<file path="src/cbq_ram.sv">
module cbq_ram #(
    parameter int WIDTH  = 256,
    parameter int DEPTH  = 4,
    parameter int ADDR_W = (DEPTH > 1) ? $clog2(DEPTH) : 1
) (
    input  logic              i_clk,
    input  logic              i_we,
    input  logic [ADDR_W-1:0] i_waddr,
    input  logic [WIDTH-1:0]  i_wdata,
    input  logic              i_re,
    input  logic [ADDR_W-1:0] i_raddr,
    output logic [WIDTH-1:0]  o_rdata
);

    logic [WIDTH-1:0] r_mem [DEPTH];
    logic [WIDTH-1:0] r_rdata;

    always_ff @(posedge i_clk) begin
        if (i_we) begin
            r_mem[i_waddr] <= i_wdata;
        end
        if (i_re) begin
            r_rdata <= r_mem[i_raddr];
        end
    end

    assign o_rdata = r_rdata;

endmodule

</file>
<file path="config.mk">
export PLATFORM = sky130hd
export DESIGN_NAME = cbq_ram
export DESIGN_NICKNAME = d
export VERILOG_FILES = /design/src/cbq_ram.sv
export SDC_FILE = /design/constraint.sdc
export NUM_CORES = 1
export LEC_CHECK = 0
export ABC_AREA = 1
export BUFFER_PORTS_ARGS = -buffer_cell sky130_fd_sc_hd__buf_2
export CAP_MARGIN = 0
export CORE_MARGIN = 4
export CORE_UTILIZATION = 55
export DETAILED_ROUTE_END_ITERATION = 8
export GPL_TIMING_DRIVEN = 0
export PLACE_DENSITY = 0.8
export RECOVER_POWER = 50
export SKIP_LAST_GASP = 1
export SLEW_MARGIN = 20
export SYNTH_ARGS = -nofsm -noshare
export SYNTH_HDL_FRONTEND = slang
export SYNTH_SLANG_ARGS = --single-unit
</file>
<file path="constraint.sdc">
create_clock -name i_clk -period 54.6 [get_ports i_clk]
set_input_delay 13.65 -clock i_clk [delete_from_list [all_inputs] [get_ports i_clk]]
set_output_delay 13.65 -clock i_clk [all_outputs]
set_load 0.02 [all_outputs]
</file>
After elaboration in Yosys (flattened, before gate mapping) --
Memory sizes are Yosys's and may differ from the RTL's. A register that Yosys moved wholly into a read port is not among the register bits. Cells that the tools add are included.
Word-level totals: bits in registers 0, bits in writable memories 1024, output and inout bits 256, input bits 263, memories 1, logic and storage cells 3
Cells by class: mux-type cells 2
Memories:
- r_mem | words 4, width 256, read ports 1, clocked after Yosys merged registers in 1, wr ports 1, RTL line 15 | logic [WIDTH-1:0] r_mem [DEPTH];
Operators by type and width (count):
- 1-bit 2-to-1 mux | 2

Logic depth before layout (Yosys ltp) --
depth after elaboration 2, gate-level depth with buffers 7, depth with buffers taken out 4

Worst setup path before layout --
Ideal clock, no wire load.
path kind input-to-reg, from input i_waddr[1], to memory r_mem[0][0] (enable), path buffers 0, stages on the path 1, arrival 31.223 ns, library setup time 1.190 ns, setup slack 22.187 ns, data required time 53.410 ns, cell sequence nor3_1
RTL lines:
- from (decl) | RTL line 8 | input logic [ADDR_W-1:0] i_waddr,
- to (decl) | RTL line 15
Straight into the memory's write port.

Final worst setup path --
from input i_re, to register r_rdata[77], in the netlist o_rdata[77], read port of r_mem (enable)
RTL lines:
- from (decl) | RTL line 10 | input logic i_re,
- to (decl) | RTL line 16 | logic [WIDTH-1:0] r_rdata;
No word-level cell between the ends.

==> results.toml <==
[grt]
grt_pass1_wl_um = 188700
track_usage_pct = 25.70
antenna_found_initial = 50
gr-total-overflow = 0
grt_max_degree = 81
grt_pass1_vias = 32675

[worst_setup_path]
crit_type = "in -> reg"
r2r_start = "r_mem[3][1]$_DFFE_PP_"
r2r_slack_ns = 53.55
reg2reg_depth = 4
cp.required_ns = 54.96
cp.arrival_ns = 20.32
rr_endpoint = "o_rdata[1]$_DFFE_PP_"
start_kind = "input pin"
critPathMaxFanout = 80
critPathCaptureType = "flop"

[route]
drt-initial-drc-count = 3157
via_per_inst = 5.132
wire_per_inst_um = 19.86
finalWirelength_um = 127200
drc = 0
ant_nets = 0
vias = 32873
drtPass1Iterations = 7

[pwr]
powerDensity_nw_per_um2 = 36.29
peakVddDrop_mv = 0.02940
leakagePower_nw = 26.54

[sta]
skew_ns = 0.03291
fin_crit_ns = 19.96
setup_ws_ns = 34.64
fin_crit_sh_pct = 36.55
finalHoldViolCount = 0
worst_slew_pin_slew_ns = 4.864
rsz0062_at_grt = "false"
setup_viol = 0
slew_violations = 206
relSlewSlack_pct = -224.3
fin_tns_setup_ns = 0
max_freq_ghz = 0.05011
hold_slack_ns = 0.6029

[logic_synthesis]
synth_top_family_by_area = "simple AND/OR/NAND/NOR gates"
synthSimpleGateAreaFrac_pct = 14.54
yosys.area_share.adder_pct = 0
synth_compound_area_share_pct = 0
ys_types = 11
synth_cells = 4275
syn_area_um2 = 50800
synth_xor_area_share_pct = 0
synth-seq-area-share_pct = 75.66
ys_ff_latch = 1280
muxShareOfSynthArea_pct = 0
syn_nets = 4538
yosys_warnings = 0
avgSynthCellArea_um2 = 11.88

[clock_network]
clock-sinks = 1280
htreeDepth = 4
clock_latency_ns = 0.72
cts_resized = 0
clockBufferDepth = 3
cts_root_buf = "clkbuf_16"
post-cts-setup-buffer-count = 0
cts_tree = "built"
cts-hold-fix-buffers = 0
path_clk_slew_ns = 0.06
numCtsBuffers = 133

[die]
initial_core_util_pct = 55.43
io_pins = 519
core.rowCount = 111
die-area_um2 = 97300
die_width_um = 311.9
design.core.area_um2 = 91660
die_height_um = 311.9

[finish]
final_cell_mix = "1280 x nand2_1, 1280 x edfxtp_1, 1027 x inv_1"
final_cells = 6406
utilization_pct = 65.40
num-nets-final = 5339
drive_gt1_share_pct = 13.89
area_growth_syn_to_layout_pct = 17.99
num-fill-cells = 6378

[place]
place_ws_ns = 37.78
hpwl_um = 86860
placed_cells = 6127
place_congestion = 0.7988
portBuffers = 516

[status]
violations = "capacitance limit, slew limit"
status = "finished, violations left"

[hold_path]
hold_start = "r_mem[0][182]$_DFFE_PP_"
holdPathStages = 4
min_path_type = "reg -> reg"
hold_path_end = "o_rdata[182]$_DFFE_PP_"

[run]
maxCapViolations = 3
-- kinds of logic after synthesis --
family | Yosys count
buffers and inverters | 1199
flip-flops | 1280
AND/OR/NAND/NOR | 1796
-- power breakdown --
part,total (mW),switching [mW],leakage (nW),internal (mW)
sequential,1.16,0.0145,11.9,1.14
combinational,0.163,0.115,12.6,0.0478
clock,0.854,0.365,2.00,0.489
total,2.18,0.495,26.5,1.68
-- final cells by class --
| class | instances | area [um^2] | share of cell area [%] |
|---|---|---|---|
| repair buffers | 666 | 3480 | 5.805 |
| well taps | 1186 | 1484 | 2.476 |
| plain buffers | 170 | 1082 | 1.806 |
| multi-input cells | 1796 | 7387 | 12.32 |
| flip-flops and latches | 1280 | 38440 | 64.12 |
| clock inverters | 68 | 556.8 | 0.9288 |
| diodes | 43 | 107.6 | 0.1795 |
| clock buffers | 168 | 3545 | 5.913 |
| inverters | 1029 | 3865 | 6.448 |
-- metrics by stage --
| stage | total power, mW | cell area [um^2] |
|---|---|---|
| detailed placement | 1.342 | 56220 |
| global placement | 1.355 | 54870 |
| global route | 2.251 | 59910 |
| floorplan | 1.277 | 50810 |
| finish | 2.175 | 59940 |
| CTS | 2.190 | 60320 |
-- registers in the layout (all words and copies together), names as in the netlist --
| name | flops |
|---|---|
| o_rdata | 256 |
| r_mem | 1024 |
-- synth_stat cells --
| master | count | area share (%) |
|---|---|---|
| inv_1 | 1027 | 7.6 |
| inv_4 | 1 | 0.012 |
| clkbuf_1 | 5 | 0.037 |
| buf_6 | 33 | 0.73 |
| buf_4 | 26 | 0.38 |
| nor3_1 | 4 | 0.039 |
| buf_2 | 106 | 1.0 |
| edfxtp_1 | 1280 | 76 |
| nand2_1 | 1280 | 9.5 |
| nand3_1 | 512 | 5.0 |
| inv_2 | 1 | 0.0074 |
-- per-layer routing --
layer	wire length, um	global-route usage [%]	vias up	share of wire [%]
met5	103	0	-	0.081
met4	5845	11.88	16	4.6
met3	12330	7.254	340	9.7
met2	62870	43.37	1485	49
met1	46090	30.85	15747	36
li1	-	-	15285	-
-- critical path, cell delays in order --
cell	delay, ns
clkbuf_1	2.66
clkbuf_1	3.55
buf_16	0.27
-- worst max-delay path by stage --
stage | from | endpoint | slack (ns) | cells after the start
finish | i_re | o_rdata[77]$_DFFE_PP_ | 34.64 | 3
global route | i_re | o_rdata[77]$_DFFE_PP_ | 34.18 | 3
CTS | i_waddr[1] | r_mem[3][94]$_DFFE_PP_ | 38.56 | 13
detailed placement | i_waddr[1] | r_mem[3][91]$_DFFE_PP_ | 37.78 | 13
global placement | i_we | r_mem[0][91]$_DFFE_PP_ | 7.61 | 3
floorplan | i_waddr[1] | r_mem[0][0]$_DFFE_PP_ | 22.19 | 1
(Power assumes the default switching activity.)
